File: src/design/bspu_pkg.sv
package bspu_pkg;

    localparam int CFG_ADDR_W = 3;
    localparam int Q_DEPTH    = 4;
    localparam int Q_AW       = $clog2(Q_DEPTH);

    localparam logic [CFG_ADDR_W-1:0] REG_PIXEL_FORMAT = 3'd0;
    localparam logic [CFG_ADDR_W-1:0] REG_RED_MASK     = 3'd1;
    localparam logic [CFG_ADDR_W-1:0] REG_GREEN_MASK   = 3'd2;
    localparam logic [CFG_ADDR_W-1:0] REG_BLUE_MASK    = 3'd3;
    localparam logic [CFG_ADDR_W-1:0] REG_LINE_WIDTH   = 3'd4;

    localparam logic [31:0] CHAN_RED   = 32'h00FF_0000;
    localparam logic [31:0] CHAN_GREEN = 32'h0000_FF00;
    localparam logic [31:0] CHAN_BLUE  = 32'h0000_00FF;

    localparam logic [5:0] TOP_RED   = 6'd24;
    localparam logic [5:0] TOP_GREEN = 6'd16;
    localparam logic [5:0] TOP_BLUE  = 6'd8;

    typedef enum logic [2:0] {
        FMT_1BPP  = 3'd0,
        FMT_4BPP  = 3'd1,
        FMT_8BPP  = 3'd2,
        FMT_16BPP = 3'd3,
        FMT_24BPP = 3'd4,
        FMT_32BPP = 3'd5
    } pix_fmt_t;

    typedef enum logic {
        KIND_PAL_WR = 1'b0,
        KIND_DATA   = 1'b1
    } item_kind_t;

    typedef enum logic {
        SEQ_IDLE,
        SEQ_RUN
    } seq_state_t;

    typedef struct packed {
        item_kind_t  kind;
        logic [7:0]  idx;
        logic [31:0] word;
    } q_entry_t;

    typedef struct packed {
        pix_fmt_t    fmt;
        logic [31:0] red_mask;
        logic [31:0] green_mask;
        logic [31:0] blue_mask;
        logic [5:0]  red_len;
        logic [5:0]  green_len;
        logic [5:0]  blue_len;
        logic [12:0] line_width;
    } cfg_t;

endpackage

File: src/design/bspu_front.sv
module bspu_front
    import bspu_pkg::*;
(
    input  logic                  clk,
    input  logic                  rst_n,
    input  logic                  cfg_we,
    input  logic [CFG_ADDR_W-1:0] cfg_addr,
    input  logic [31:0]           cfg_data,
    input  logic                  s_axis_tvalid,
    output logic                  s_axis_tready,
    input  logic [39:0]           s_axis_tdata,
    input  logic                  s_axis_tuser,
    input  logic                  q_full,
    output logic                  q_push,
    output q_entry_t              q_entry,
    output cfg_t                  cfg
);

    localparam cfg_t CFG_RESET = '{
        fmt:        FMT_24BPP,
        red_mask:   CHAN_RED,
        green_mask: CHAN_GREEN,
        blue_mask:  CHAN_BLUE,
        red_len:    TOP_RED,
        green_len:  TOP_GREEN,
        blue_len:   TOP_BLUE,
        line_width: 13'd1
    };

    function automatic logic [5:0] bit_len(logic [31:0] v);
        logic [5:0] len;
        len = '0;
        for (int i = 0; i < 32; i++)
        begin
            if (v[i])
            begin
                len = 6'(i + 1);
            end
        end
        return len;
    endfunction

    cfg_t       cfg_reg;
    cfg_t       cfg_next;
    logic [5:0] data_len;
    logic       accept;
    logic       fmt_ok;

    assign data_len = bit_len(cfg_data);

    always_comb
    begin
        cfg_next = cfg_reg;
        if (cfg_we)
        begin
            case (cfg_addr)
                REG_PIXEL_FORMAT: cfg_next.fmt = pix_fmt_t'(cfg_data[2:0]);
                REG_RED_MASK:
                begin
                    cfg_next.red_mask = cfg_data;
                    cfg_next.red_len  = data_len;
                end
                REG_GREEN_MASK:
                begin
                    cfg_next.green_mask = cfg_data;
                    cfg_next.green_len  = data_len;
                end
                REG_BLUE_MASK:
                begin
                    cfg_next.blue_mask = cfg_data;
                    cfg_next.blue_len  = data_len;
                end
                REG_LINE_WIDTH:   cfg_next.line_width = cfg_data[12:0];
                default:          cfg_next = cfg_reg;
            endcase
        end
    end

    always_ff @(posedge clk or negedge rst_n)
    begin
        if (!rst_n)
        begin
            cfg_reg <= CFG_RESET;
        end
        else
        begin
            cfg_reg <= cfg_next;
        end
    end

    // drop data beats while the format code is undefined
    assign fmt_ok        = cfg_reg.fmt inside {[FMT_1BPP:FMT_32BPP]};
    assign s_axis_tready = !q_full;
    assign accept        = s_axis_tvalid && !q_full;
    assign q_push        = accept && (item_kind_t'(s_axis_tuser) == KIND_PAL_WR || fmt_ok);

    assign q_entry.kind = item_kind_t'(s_axis_tuser);
    assign q_entry.idx  = s_axis_tdata[7:0];
    assign q_entry.word = s_axis_tdata[39:8];
    assign cfg          = cfg_reg;

endmodule

File: config.mk
export PLATFORM = sky130hd
export DESIGN_NAME = bspu_front
export DESIGN_NICKNAME = d
export VERILOG_FILES = /design/src/design/bspu_pkg.sv /design/src/design/bspu_front.sv
export SDC_FILE = /design/constraint.sdc
export NUM_CORES = 1
export LEC_CHECK = 0
export BUFFER_PORTS_ARGS = -buffer_cell sky130_fd_sc_hd__buf_2
export CAP_MARGIN = 15
export CORE_MARGIN = 1.5
export CORE_UTILIZATION = 45
export DETAILED_ROUTE_END_ITERATION = 12
export GPL_ROUTABILITY_DRIVEN = 0
export PLACE_DENSITY = 0.77
export SYNTH_ARGS = -nofsm -noshare
export SYNTH_HDL_FRONTEND = slang
export SYNTH_SLANG_ARGS = --single-unit
export TNS_END_PERCENT = 1
File: constraint.sdc
create_clock -name clk -period 1.05 [get_ports clk]
set_clock_uncertainty 0.05 [all_clocks]
set_input_delay 0.105 -clock clk [delete_from_list [all_inputs] [get_ports clk]]
set_output_delay 0.105 -clock clk [all_outputs]
set_load 0.005 [all_outputs]
==> metrics.md <==
| Metric | Value |
|---|---|
| Failing checks | `negative setup slack` |
| CP endpoint kind | `output port` |
| Wirelength, routed | `16800 um` |
| Critical Path Fanout Max | `2` |
| Yosys top cell area share | `44.2%` |
| Num CTS Buffers | `17` |
| Reg power frac | `between 40% and 50%` |
| Top post-synthesis cells by area | `dfrtp_1 44%, nand2_1 19%, dfstp_2 14%` |
| Cell area after synthesis | `roughly 0.0055 mm^2` |
| Final ANT Viol Nets | `0` |
| # DRC | `0` |
| Pre-antenna DRT Iters | `5` |
| Post-synthesis cell count | `~590` |
| Synthesis Warnings | `0` |
| I/O Pins | `~250` |
| Required time of the critical path | `between 0.8 and 0.9 ns` |
| CTS Sinks | `about 130` |
| EDFF count, synth | `0` |
| Max Cap Viol | `0` |
| Port-buffer cells | `173` |
| Worst EP arrival | `between 1 and 1.5 ns` |
| Die Area | `roughly 0.013 mm^2` |
| Max reg flops | `127` |
| Max_slew headroom | `between 60% and 70%` |
| Die Height | `113 um` |
| Hold Path Origin | `cfg_data[11]` |
| RR Endpoint | `cfg[129]` |
| R2r setup slk | `0.06 ns` |
| Post-route minimum period | `between 1 and 1.5 ns` |
| Cell internal pwr | `around 0.011 W` |
| Pwr/cell area | `between 1500 and 2000 mW/mm^2` |
| WL/cell | `17.4 um` |
| Root Buffer | `clkbuf_16` |
| Nets@finish | `about 900` |
| Total power | `between 0.015 and 0.02 W` |
| Place WS | `-0.694 ns` |
| H-tree Lvls | `4` |
| Worst-Margin Slew | `between 0.4 and 0.5 ns` |
| Syn-to-layout area delta | `41.0%` |
| Die width | `113 um` |
| Comb power frac | `between 10% and 20%` |
| Setup TNS | `-8.38 ns` |
| Share of layout cells above drive strength 1 | `roughly 42%` |
| Post-synthesis async set-or-reset flop share | `100%` |
| CTS tree | `yes` |
| Post-synthesis cell type count | `37` |
| Number of vias per cell after detailed routing | `5.22` |
| Most common cell after layout, fill and taps aside | `nand2_1` |
| Switching share of power | `a little over a quarter` |
| Initial antenna violation count | `1` |
| Syn nets | `~670` |
| Synth Flop Type | `dfrtp_1` |
| Reg2Reg Depth | `3` |
| Clk_lat worst skew | `between 0.4 and 0.5 ns` |
| Highest clock rate | `0.697 GHz` |
| Slew Limit Fails | `0` |
| Startpoint types | `register` |
| Crit Path Category | `register to output port` |
| GRT overflow | `0` |
| Syn_area_per_cell | `roughly 9.3 um^2` |
| HPWL Detailed | `roughly 12000 um` |
| Clock Path Buffers | `2` |
| Initial Util | `between 40% and 50%` |
| First-pass GRT wire length | `26300 um` |
| DRT iter0 DRCs | `393` |
| DR vias | `approximately 5000` |
| Worst-path clk slew | `around 0.05 ns` |
| GRT Total Usage | `26.8%` |
| Core outline area | `0.0120 mm^2` |
| Hold path depth | `4` |
| Leak | `4.10 nW` |
| Net switching power | `roughly 0.0041 W` |
| Unrepaired setup endpoints after global routing | `true` |
| Hold WC Path Type | `input port to register` |
| Final hold viol count | `0` |
| Crit Reg-Reg Startpoint | `cfg[129]` |
| Site row count | `40` |
| Synth area leader | `dfrtp_1` |
| Seq/Total Area, Yosys | `58.6%` |
| Max rail drop VDD | `932 uV` |
| Largest net degree at the start of global routing | `44` |
| Clock share of power | `between 30% and 40%` |
| Vias in the first global route | `5086` |
| Run status | `finished, violations left` |
| Seq cells post-synth | `~130` |
| Setup ws final | `-0.385 ns` |
| Most frequent cells in the layout | `273 x nand2_1, 157 x buf_2, 97 x dfrtp_1` |
| Final worst-path cycle share | `137%` |
| Final setup violation count | `roughly 130` |
| Hold EP | `cfg[74]` |
==> worst max path at each step <==
stage,start,to,slack [ns],cells after the start
floorplan,cfg_data[15],cfg[13],-0.34,5
global placement,cfg_data[15],cfg[13],-0.61,6
detailed placement,cfg_data[15],cfg[19],-0.69,6
CTS,cfg[129],q_push,-0.40,3
global route,cfg[129],q_push,-0.40,3
finish,cfg[129],q_push,-0.39,3
==> synthesized netlist by cell type, types with 6 or more instances <==
library cell and count:
nand2_1 273, dfrtp_1 97, buf_4 46, dfstp_2 30
o21ai_1 21, clkbuf_1 20, nor2_1 14, mux2_1 10
mux2_2 9, nor4_1 8, o21ai_0 7, inv_1 6
==> critical path, cell delays in order (launching register included) <==
cell	delay, ns
dfstp_2	0.55
nand3_2	0.06
and3_1	0.14
buf_2	0.12
==> area by class of cell <==
class,instances,area [um^2]
well taps,147,184
inverters,6,22.5
multi-input cells,387,1950
fillers,934,4220
clock buffers,25,475
diodes,1,2.50
clock inverters,7,62.6
flip-flops and latches,127,3220
repair buffers,266,1830
==> cells by family after synthesis <==
kind of cell    count (synthesis)  synth area share, %
flops                         127                 58.6
buf+inv                        77                 8.64
simple gates                  318                 23.2
mux                            19                 3.90
compound gates                 50                 5.70
==> what timing repair did <==
action | CTS | global route
setup buffers | 1 | 1
gates resized for setup | 13 | 26
pin swaps | 1 | 6
endpoints found under the setup margin | 143 | 145
hold buffers | 13 | 0
endpoints found under the hold margin | 92 | 0
==> power groups by stage <==
stage | clock, W | sequential [W] | combinational [W]
after floorplan | 0 | 0.00664 | 0.00105
after global placement | 0 | 0.00658 | 0.00265
after detailed placement | 0 | 0.00662 | 0.00274
after CTS | 0.00549 | 0.00657 | 0.00287
after global routing | 0.00571 | 0.00669 | 0.00331
final | 0.00541 | 0.00661 | 0.00299
==> through the flow <==
stage                     hold WS (ns)  instances  util [%]  area [um^2]
after floorplan                 -0.241        591         -         5490
after global placement         -0.0593        918      57.1         6830
after detailed placement       -0.0548        918      57.1         6830
after CTS                     0.000160        964      63.4         7590
after global routing           0.00422        966      64.7         7740
final                          0.00205        966      64.7         7740
==> layer usage <==
metal | part of all wire, % | global-route usage, % | up-vias
li1 | - | - | 2277
met1 | 41 | 33.2 | 2456
met2 | 49 | 44.4 | 256
met3 | 5.9 | 6.16 | 58
met4 | 3.5 | 13.5 | 0
met5 | 0 | 0 | -
Power figures use the tool's default switching activity.
