File: src/design/bspu_pkg.sv
package bspu_pkg;

    localparam int CFG_ADDR_W = 3;
    localparam int Q_DEPTH    = 4;
    localparam int Q_AW       = $clog2(Q_DEPTH);

    localparam logic [CFG_ADDR_W-1:0] REG_PIXEL_FORMAT = 3'd0;
    localparam logic [CFG_ADDR_W-1:0] REG_RED_MASK     = 3'd1;
    localparam logic [CFG_ADDR_W-1:0] REG_GREEN_MASK   = 3'd2;
    localparam logic [CFG_ADDR_W-1:0] REG_BLUE_MASK    = 3'd3;
    localparam logic [CFG_ADDR_W-1:0] REG_LINE_WIDTH   = 3'd4;

    localparam logic [31:0] CHAN_RED   = 32'h00FF_0000;
    localparam logic [31:0] CHAN_GREEN = 32'h0000_FF00;
    localparam logic [31:0] CHAN_BLUE  = 32'h0000_00FF;

    localparam logic [5:0] TOP_RED   = 6'd24;
    localparam logic [5:0] TOP_GREEN = 6'd16;
    localparam logic [5:0] TOP_BLUE  = 6'd8;

    typedef enum logic [2:0] {
        FMT_1BPP  = 3'd0,
        FMT_4BPP  = 3'd1,
        FMT_8BPP  = 3'd2,
        FMT_16BPP = 3'd3,
        FMT_24BPP = 3'd4,
        FMT_32BPP = 3'd5
    } pix_fmt_t;

    typedef enum logic {
        KIND_PAL_WR = 1'b0,
        KIND_DATA   = 1'b1
    } item_kind_t;

    typedef enum logic {
        SEQ_IDLE,
        SEQ_RUN
    } seq_state_t;

    typedef struct packed {
        item_kind_t  kind;
        logic [7:0]  idx;
        logic [31:0] word;
    } q_entry_t;

    typedef struct packed {
        pix_fmt_t    fmt;
        logic [31:0] red_mask;
        logic [31:0] green_mask;
        logic [31:0] blue_mask;
        logic [5:0]  red_len;
        logic [5:0]  green_len;
        logic [5:0]  blue_len;
        logic [12:0] line_width;
    } cfg_t;

endpackage

File: src/design/bspu_fifo.sv
module bspu_fifo
    import bspu_pkg::*;
(
    input  logic     clk,
    input  logic     rst_n,
    input  logic     push,
    input  q_entry_t din,
    output logic     full,
    input  logic     pop,
    output logic     not_empty,
    output q_entry_t dout
);

    q_entry_t        q_mem_reg [Q_DEPTH];
    logic [Q_AW-1:0] wr_ptr_reg;
    logic [Q_AW-1:0] wr_ptr_next;
    logic [Q_AW-1:0] rd_ptr_reg;
    logic [Q_AW-1:0] rd_ptr_next;
    logic [Q_AW:0]   cnt_reg;
    logic [Q_AW:0]   cnt_next;

    assign full      = cnt_reg == (Q_AW + 1)'(Q_DEPTH);
    assign not_empty = cnt_reg != '0;
    assign dout      = q_mem_reg[rd_ptr_reg];

    always_comb
    begin
        wr_ptr_next = push ? wr_ptr_reg + 1'b1 : wr_ptr_reg;
        rd_ptr_next = pop ? rd_ptr_reg + 1'b1 : rd_ptr_reg;
        case ({push, pop})
            2'b10:   cnt_next = cnt_reg + 1'b1;
            2'b01:   cnt_next = cnt_reg - 1'b1;
            default: cnt_next = cnt_reg;
        endcase
    end

    always_ff @(posedge clk or negedge rst_n)
    begin
        if (!rst_n)
        begin
            wr_ptr_reg <= '0;
            rd_ptr_reg <= '0;
            cnt_reg    <= '0;
        end
        else
        begin
            wr_ptr_reg <= wr_ptr_next;
            rd_ptr_reg <= rd_ptr_next;
            cnt_reg    <= cnt_next;
        end
    end

    always_ff @(posedge clk)
    begin
        if (push)
        begin
            q_mem_reg[wr_ptr_reg] <= din;
        end
    end

endmodule

File: config.mk
export PLATFORM = sky130hd
export DESIGN_NAME = bspu_fifo
export DESIGN_NICKNAME = d
export VERILOG_FILES = /design/src/design/bspu_pkg.sv /design/src/design/bspu_fifo.sv
export SDC_FILE = /design/constraint.sdc
export NUM_CORES = 1
export LEC_CHECK = 0
export ABC_AREA = 1
export BUFFER_PORTS_ARGS = -buffer_cell sky130_fd_sc_hd__clkbuf_2
export CAP_MARGIN = 0
export CORE_MARGIN = 2
export CORE_UTILIZATION = 40
export DETAILED_ROUTE_END_ITERATION = 6
export PLACE_DENSITY = 0.61
export SYNTH_ARGS = -nofsm -noshare
export SYNTH_HDL_FRONTEND = slang
export SYNTH_SLANG_ARGS = --single-unit
File: constraint.sdc
create_clock -name clk -period 3.1 [get_ports clk]
set_input_delay 0.62 -clock clk [delete_from_list [all_inputs] [get_ports clk]]
set_output_delay 0.62 -clock clk [all_outputs]
set_load 0.03 [all_outputs]
==> results of run 1 <==
-- critical path: stages (launching register included) --
cell and delay [ps]:
dfrtp_4 730, buf_12 320, o211ai_1 150, nand2_1 130
clkbuf_2 210
-- worst min-delay path by stage --
stage	depth (start not counted)	slack (ps)	to
final	1	30	cnt_reg[2]
after global routing	1	20	cnt_reg[2]
after CTS	1	20	cnt_reg[2]
after detailed placement	2	470	cnt_reg[2]
after global placement	2	460	cnt_reg[2]
after floorplan	0	320	cnt_reg[0]
-- cells by family (layout without fill, tap and decap cells) --
| group | after synthesis | count (layout) | synth area share, % |
|---|---|---|---|
| DFF | 171 | 171 | 74.22 |
| xor gates and xnor gates | 4 | 4 | 0.5099 |
| AOI/OAI and AO/OA | 84 | 84 | 9.104 |
| buffers and inverters | 124 | 224 | 7.338 |
| and+or+nand+nor | 138 | 138 | 7.629 |
| adders and majority gates | 6 | 6 | 1.202 |
| other | 0 | 1 | 0 |
-- stage by stage --
stage | hold slack, ps | setup WS, ps
2_1_floorplan | 324.4 | 970.5
3_3_place_gp | 455.2 | 965.6
3_5_place_dp | 469.8 | 915.8
4_1_cts | 17.05 | 459.3
5_1_grt | 17.64 | 262.5
6_report | 25.49 | 464.7
-- layer usage --
layer	global-route usage [%]	routed length, um	vias up	part of all wire [%]
li1	-	-	1988	-
met4	6.076	228	0	1.7
met5	0	0	-	0
met2	24.82	6357	99	48
met3	3.866	683	14	5.2
met1	20.11	5961	1930	45
-- cells in the mapped netlist --
| cell type | instances | area, sq um |
|---|---|---|
| nand4_1 | 1 | 6.260 |
| fa_1 | 1 | 20.02 |
| o211ai_1 | 82 | 615.6 |
| buf_2 | 22 | 110.1 |
| o21ai_0 | 2 | 10.01 |
| buf_4 | 3 | 22.52 |
| nand2_1 | 134 | 503.0 |
| xnor2_1 | 1 | 8.760 |
| nor3_1 | 1 | 5.000 |
| clkbuf_1 | 3 | 11.26 |
| edfxtp_1 | 164 | 4925 |
| inv_2 | 1 | 3.750 |
| ha_1 | 5 | 62.56 |
| dfrtp_1 | 7 | 175.2 |
| nand3_1 | 2 | 10.01 |
| inv_1 | 95 | 356.6 |
| xor2_1 | 3 | 26.28 |
-- area by class of cell --
cell class / instances / area, sq um / area share [%]
Antenna cell: 1 / 2.502 / 0.03040
Inverter: 96 / 360.3 / 4.378
Timing Repair Buffer: 96 / 565.5 / 6.871
Clock buffer: 22 / 464.2 / 5.640
Sequential cell: 171 / 5105 / 62.03
Tap cell: 220 / 275.3 / 3.344
Clock inverter: 10 / 190.2 / 2.311
Multi-Input combinational cell: 232 / 1267 / 15.40
-- power groups by stage --
stage,logic [W],registers [W],clock network (W)
final,0.00314,0.00324,0.00231
after global routing,0.00346,0.00328,0.00245
after CTS,0.00320,0.00324,0.00236
after detailed placement,0.00320,0.00329,0
after global placement,0.00316,0.00327,0
after floorplan,0.00233,0.00317,0
-- layout by cell type (no fill, tap or decap), drive strengths merged --
master	count
nand4	1
edfxtp	164
clkinvlp	3
nand3	2
buf	9
clkinv	2
fa	1
xor2	3
clkbuf	109
nand2	134
dfrtp	7
nor3	1
diode	1
ha	5
inv	96
o211ai	82
o21ai	2
xnor2	1
bufinv	5
==> qor.txt, run 1 <==
status - complete, no violations
HP Class - in2async
Hold Buf Count CTS - 0
GP Congestion - 0.6968
pins over their slew limit - 0
Comb power frac - 36.1%
Pint - 0.005395 W
die area - 18240 sq um
Final Skew - 10.01 ps
gr usage total - 15.38%
Seq cells post-synth - 171
Worst setup EP type - primary output
Least-Margin Pin Slew - 678.4 ps
initial antenna violation count - 1
total CTS buffers - 17
data required time at the worst endpoint - 2480 ps
Peak Freq - 379.5 MHz
Clock Power Share - 26.6%
max reg flops - 164
vias in the first global route - 4043
Placed Cells - 815
worst r2r path cells - 5
IO Pins - 88
Tcrit/Tclk final - 85.01%
pwr/cell area - 1055 nW/um^2
vias per cell - 4.754
Slew Limit Headroom - 54.78%
Post-Syn Area - 6872 sq um
Sw Share - 37.89%
Syn Nets - 578
clk_lat worst skew - 420 ps
Die X - 135.1 um
Critical path origin - rd_ptr_reg[0]
R2R Setup Slk - 1400 ps
unrepaired setup endpoints after global routing - false
fill cell count - 1460
nets@finish - 665
fin area - 8230 sq um
final WL - 13.23 mm
Critical Path AT - 2020 ps
Via Count - 4031
Core ar. - 16700 sq um
Finished Layout Cells - 848
grt total ovfl - 0
port bufs - 87
area delta synth->final - 19.77%
first-pass GRT wire length - 21.11 mm
clock buffer depth - 2
share of layout cells above drive strength 1 - 21.05%
cell count after synthesis - 527
YS warnings - 0
Placed Area - 7574 sq um
Worst Setup Start Kind - flip-flop
Sequential Power Share - 37.3%
Power, Total - 0.008687 W
Final setup viols - 0
CTS Sinks - 171
maxcap violations - 0
setup bufs post-CTS - 0
mean post-synth cell area - 13.04 sq um
Clock Tree Root - clkbuf_16
largest net degree at the start of global routing - 69
Clk pin slew, worst setup/hold paths - 70 ps
P_sw - 0.003292 W
setup TNS - 0 ps
hpwl dp - 7.880 mm
Critical Path End - dout[10]
CTS tree - built
H-tree depth - 4
Final Hold Fails - 0
worst flop-to-flop path startpoint - wr_ptr_reg[1]
Worst Path Max Fanout - 68
Routed wire per std cell - 15.60 um
clock period minus worst slack - 2635 ps
Starting DRT DRC Count - 260
fin util - 49.28%
DRT antenna net count - 0
Post-CTS Resized - 0
row count - 47
DR pass1 iterations - 6
WS Path Type - reg2out
Initial Util - 41.14%
r2r endpoint - q_mem_reg[1][15]
Leak - 3.350 nW
Remaining DRCs - 0
worst vdd ir - 0.6043 mV
distinct cell type count after synthesis - 17
sequential area share after synthesis - 74.22%
Vert. Die Dim - 135.1 um
Note: power is estimated with default switching activity, not from simulation.
==> run 2: changes to the inputs <==
Settings changed: CTS_BUF_LIST set to sky130_fd_sc_hd__clkbuf_2 sky130_fd_sc_hd__clkbuf_4 sky130_fd_sc_hd__clkbuf_8, CTS_CLUSTER_DIAMETER set to 50.
==> qor.txt, run 2 (synthesized netlist as in run 1, its figures left out) <==
Critical Path Most Common Cell - nand2_1
port bufs - 87 (unchanged)
Setup WS post-layout - 423.7 ps (was 464.7 ps)
hold path start - din[25]
WP buf/inv - 2 (unchanged)
first-pass GRT wire length - 21.03 mm (was 21.11 mm)
grt total ovfl - 0 (unchanged)
Worst Setup Start Kind - flip-flop (unchanged)
Worst Path Max Fanout - 68 (unchanged)
pwr/cell area - 1015 nW/um^2 (was 1055 nW/um^2)
total CTS buffers - 17 (unchanged)
CP max stage delay - 740 ps (was 730 ps)
share of layout cells above drive strength 1 - 21.50% (was 21.05%)
most common cell after layout, fill and taps aside - edfxtp_1 (unchanged)
worst r2r path cells - 5 (unchanged)
worst min-delay path endpoint - q_mem_reg[3][25]
Hold Path Cell Cnt - 1
H-tree depth - 4 (unchanged)
Least-Margin Pin Slew - 678.5 ps (was 678.4 ps)
max reg flops - 164 (unchanged)
Initial Util - 41.14% (unchanged)
worst vdd ir - 0.5940 mV (was 0.6043 mV)
hpwl dp - 7.880 mm (unchanged)
CP delay by family, top - flip-flops (unchanged)
Leak - 3.277 nW (was 3.350 nW)
setup TNS - 0 ps (unchanged)
Core ar. - 16700 sq um (unchanged)
vias per cell - 4.748 (was 4.754)
R2R Setup Slk - 1400 ps (about the same)
WS Path Type - reg2out (unchanged)
Hold Buf Count CTS - 1 (was 0)
slowest CP cell - dfrtp_4 (unchanged)
Slew Limit Headroom - 54.76% (was 54.78%)
CTS Sinks - 171 (unchanged)
Critical Path AT - 2060 ps (was 2020 ps)
CTS tree - built (unchanged)
Worst setup EP type - primary output (unchanged)
row count - 47 (unchanged)
Vert. Die Dim - 135.1 um (unchanged)
r2r endpoint - q_mem_reg[1][7] (was q_mem_reg[1][15])
data required time at the worst endpoint - 2480 ps (about the same)
nets@finish - 666 (was 665)
DRT antenna net count - 0 (unchanged)
Starting DRT DRC Count - 249 (was 260)
Via Count - 4031 (unchanged)
worst flop-to-flop path startpoint - wr_ptr_reg[1] (unchanged)
vias in the first global route - 4037 (was 4043)
GP Congestion - 0.6968 (unchanged)
clk_lat worst skew - 450 ps (was 420 ps)
initial antenna violation count - 1 (unchanged)
Post-CTS Resized - 0 (unchanged)
Peak Freq - 373.6 MHz (was 379.5 MHz)
largest net degree at the start of global routing - 69 (unchanged)
unrepaired setup endpoints after global routing - false (unchanged)
DR pass1 iterations - 4 (was 6)
CP Cell Sequence - buf_12 -> nand2_1 -> o211ai_1 -> nand2_1 -> clkbuf_2 (was buf_12 -> o211ai_1 -> nand2_1 -> clkbuf_2)
Routed wire per std cell - 15.53 um (was 15.60 um)
die area - 18240 sq um (unchanged)
final WL - 13.18 mm (was 13.23 mm)
Die X - 135.1 um (unchanged)
Remaining DRCs - 0 (unchanged)
commonest cells after routing, fill and taps aside - 164 x edfxtp_1, 134 x nand2_1, 91 x inv_1 (unchanged)
status - complete, no violations (unchanged)
Final Hold Fails - 0 (unchanged)
Tcrit/Tclk final - 86.33% (was 85.01%)
clock buffer depth - 2 (unchanged)
gr usage total - 15.34% (was 15.38%)
IO Pins - 88 (unchanged)
clock period minus worst slack - 2676 ps (was 2635 ps)
maxcap violations - 0 (unchanged)
Final setup viols - 0 (unchanged)
fin util - 48.26% (was 49.28%)
area delta synth->final - 17.30% (was 19.77%)
Final Skew - 8.224 ps (was 10.01 ps)
setup bufs post-CTS - 0 (unchanged)
Place WS - 915.8 ps (unchanged)
stages on the worst setup path - 5 (was 4)
pins over their slew limit - 0 (unchanged)
Clk pin slew, worst setup/hold paths - 90 ps (was 70 ps)
HP Class - in2reg (was in2async)
Clock Tree Root - clkbuf_8 (was clkbuf_16)
[run 2: per-layer routing]
layer  GRT usage (%)  share of wire, %  vias to the layer above
met5               0                 0                        -
met4           5.729               1.6                        0
met3           4.204               5.6                       17
met2           24.79                47                      100
met1           19.93                46                     1925
li1                -                 -                     1989
[run 2: report_power, final]
group,switching (W),total (W),internal [W]
Clock,0.000777,0.00181,0.00103
Combinational,0.00225,0.00314,0.000887
Sequential,0.000204,0.00323,0.00303
[run 2: cell type report]
cell class                 instances  area (sq um)
clock buffer                      22         284.0
antenna                            1         2.502
fill                            1493          8641
inverter                          96         360.3
clock inverter                    10         190.2
multi-input combinational        232          1267
sequential                       171          5105
timing repair buffer              97         575.6
tap                              220         275.3
[run 2: worst max path at each step]
stage | startpoint | end | slack, ps
2_1_floorplan | push | q_mem_reg[1][0] | 970
3_3_place_gp | rd_ptr_reg[0] | dout[20] | 970
3_5_place_dp | rd_ptr_reg[0] | dout[13] | 920
6_report | rd_ptr_reg[0] | dout[13] | 420
5_1_grt | rd_ptr_reg[0] | dout[20] | 220
4_1_cts | rd_ptr_reg[0] | dout[13] | 400
[run 2: through the flow]
stage | cell area, sq um | cells | hold WS (ps) | power (W)
CTS | 8058 | 848 | 346.7 | 0.008289
global placement | 7574 | 815 | 455.2 | 0.006423
finish | 8060 | 849 | 384.3 | 0.008180
global route | 8058 | 848 | 351.0 | 0.008679
detailed placement | 7574 | 815 | 469.8 | 0.006487
floorplan | 6872 | 527 | 324.4 | 0.005505
==> run 3: changes to the inputs <==
Settings changed: BUFFER_PORTS_ARGS -buffer_cell sky130_fd_sc_hd__clkbuf_2 to unset, DONT_BUFFER_PORTS set to 1, PLACE_DENSITY 0.61 to 0.56.
==> qor.txt, run 3 (synthesized netlist as in run 1, its figures left out) <==
CTS tree - built (unchanged)
Critical Path AT - 2070 ps (was 2060 ps)
Worst Path Max Fanout - 62 (was 68)
CP max stage delay - 820 ps (was 740 ps)
setup bufs post-CTS - 0 (unchanged)
Peak Freq - 372.0 MHz (was 373.6 MHz)
pins over their slew limit - 0 (unchanged)
grt met1 use - 17.28% (was 19.93%)
Post-CTS Resized - 0 (unchanged)
vias per cell - 4.884 (was 4.748)
WP buf/inv - 1 (was 2)
pwr/cell area - 977.5 nW/um^2 (was 1015 nW/um^2)
Remaining DRCs - 0 (unchanged)
hpwl dp - 7.832 mm (was 7.880 mm)
setup TNS - 0 ps (unchanged)
total CTS buffers - 17 (unchanged)
share of layout cells above drive strength 1 - 8.503% (was 21.50%)
met2 usage - 24.08% (was 24.79%)
first-pass GRT wire length - 19.60 mm (was 21.03 mm)
WS Path Type - reg2out (unchanged)
Tcrit/Tclk final - 86.71% (was 86.33%)
Hold Buf Count CTS - 1 (unchanged)
Final Hold Fails - 0 (unchanged)
maxcap violations - 0 (unchanged)
Finished Layout Cells - 761 (was 849)
ant diodes - 0 (was 1)
worst r2r path cells - 5 (unchanged)
fill cell count - 1497 (was 1493)
area delta synth->final - 8.776% (was 17.30%)
r2r endpoint - q_mem_reg[2][37] (was q_mem_reg[1][7])
worst flop-to-flop path startpoint - wr_ptr_reg[0] (was wr_ptr_reg[1])
die area - 18240 sq um (unchanged)
GP Congestion - 0.7163 (was 0.6968)
CTS Sinks - 171 (unchanged)
worst min-delay path endpoint - rd_ptr_reg[0] (was q_mem_reg[3][25])
Worst setup EP type - primary output (unchanged)
Die X - 135.1 um (unchanged)
Clock Tree Root - clkbuf_8 (unchanged)
M3 GR Usage - 6.532% (was 4.204%)
commonest cells after routing, fill and taps aside - 164 x edfxtp_1, 134 x nand2_1, 91 x inv_1 (unchanged)
Vert. Die Dim - 135.1 um (unchanged)
clk_lat worst skew - 440 ps (was 450 ps)
sequential cell area - 5105 sq um (unchanged)
Core ar. - 16700 sq um (unchanged)
data required time at the worst endpoint - 2480 ps (about the same)
Placed Cells - 731 (was 815)
Starting DRT DRC Count - 211 (was 249)
DRT antenna net count - 0 (unchanged)
Initial Util - 41.14% (unchanged)
slowest CP cell - dfrtp_4 (unchanged)
DR pass1 iterations - 5 (was 4)
max reg flops - 164 (unchanged)
Slew Limit Headroom - 37.97% (was 54.76%)
final WL - 12.77 mm (was 13.18 mm)
CP Cell Sequence - buf_12 -> o211ai_1 -> nand2_1 (was buf_12 -> nand2_1 -> o211ai_1 -> nand2_1 -> clkbuf_2)
Least-Margin Pin Slew - 923.3 ps (was 678.5 ps)
H-tree depth - 4 (unchanged)
status - complete, no violations (unchanged)
initial antenna violation count - 0 (was 1)
Final Skew - 12.86 ps (was 8.224 ps)
unrepaired setup endpoints after global routing - false (unchanged)
gr usage total - 14.72% (was 15.34%)
IO Pins - 88 (unchanged)
grt total ovfl - 0 (unchanged)
CP delay by family, top - flip-flops (unchanged)
row count - 47 (unchanged)
Leak - 2.858 nW (was 3.277 nW)
HP Class - in2reg (unchanged)
global routing's busiest layer - met2 (unchanged)
Worst Setup Start Kind - flip-flop (unchanged)
area of the multi-input gates - 1267 sq um (unchanged)
nets@finish - 582 (was 666)
Final setup viols - 0 (unchanged)
port bufs - 0 (was 87)
vias in the first global route - 3660 (was 4037)
R2R Setup Slk - 1170 ps (was 1400 ps)
fin util - 44.76% (was 48.26%)
Hold Path Cell Cnt - 1 (unchanged)
Clk pin slew, worst setup/hold paths - 80 ps (was 90 ps)
largest net degree at the start of global routing - 63 (was 69)
clock period minus worst slack - 2688 ps (was 2676 ps)
clock buffer depth - 2 (unchanged)
Via Count - 3717 (was 4031)
Routed wire per std cell - 16.78 um (was 15.53 um)
worst vdd ir - 0.3888 mV (was 0.5940 mV)
most common cell after layout, fill and taps aside - edfxtp_1 (unchanged)
hold path start - pop (was din[25])
-- run 3: changes by cell type in the layout (fill, tap and decap cells not counted), sizes merged --
cell / previous run / this run
buf: 9 / 12
bufinv: 5 / 1
clkbuf: 109 / 19
clkinv: 2 / 6
diode: 1 / 0
-- run 3: stage by stage --
stage / worst slack (ps) / hold WS [ps] / total power (W) / cell area, sq um
after floorplan: 970.5 / 324.4 / 0.005505 / 6872
final: 412.0 / 246.9 / 0.007307 / 7475
after global routing: 229.1 / 200.6 / 0.007755 / 7475
after global placement: 892.3 / 324.6 / 0.006007 / 7136
after CTS: 353.2 / 198.2 / 0.007416 / 7475
after detailed placement: 870.3 / 324.6 / 0.006074 / 7136
-- run 3: final cells by class --
type,instances,area share [%]
clock inverter,10,1.071
tap,220,3.683
sequential,171,68.30
inverter,96,4.821
multi-input combinational,232,16.96
timing repair buffer,13,1.841
clock buffer,19,3.331
-- run 3: worst max path at each step --
stage                            endpoint  slack (ps)           from  depth (start not counted)
final                            dout[30]         410  rd_ptr_reg[0]                          3
after global routing              dout[9]         230  rd_ptr_reg[0]                          4
after CTS                        dout[39]         350  rd_ptr_reg[0]                          3
after detailed placement         dout[39]         870  rd_ptr_reg[0]                          3
after global placement           dout[40]         890  rd_ptr_reg[0]                          3
after floorplan           q_mem_reg[1][0]         970           push                          3
-- run 3: worst register-to-register path, stage by stage, from the launching register on --
cell and delay, ps:
dfrtp_1 430, inv_1 100, ha_1 150, nand2_1 60
inv_2 460, buf_4 410
-- run 3: power by group --
group	internal (W)	leakage [nW]	total, W	switching [W]
registers	0.00303	1.59	0.00325	0.000225
logic	0.000590	1.11	0.00271	0.00212
clock network	0.000625	0.165	0.00135	0.000720
-- run 3: routing by layer --
layer / part of all wire, % / vias up
li1: - / 1812
met1: 42 / 1822
met2: 50 / 69
met3: 6.8 / 14
met4: 1.4 / 0
met5: 0 / -
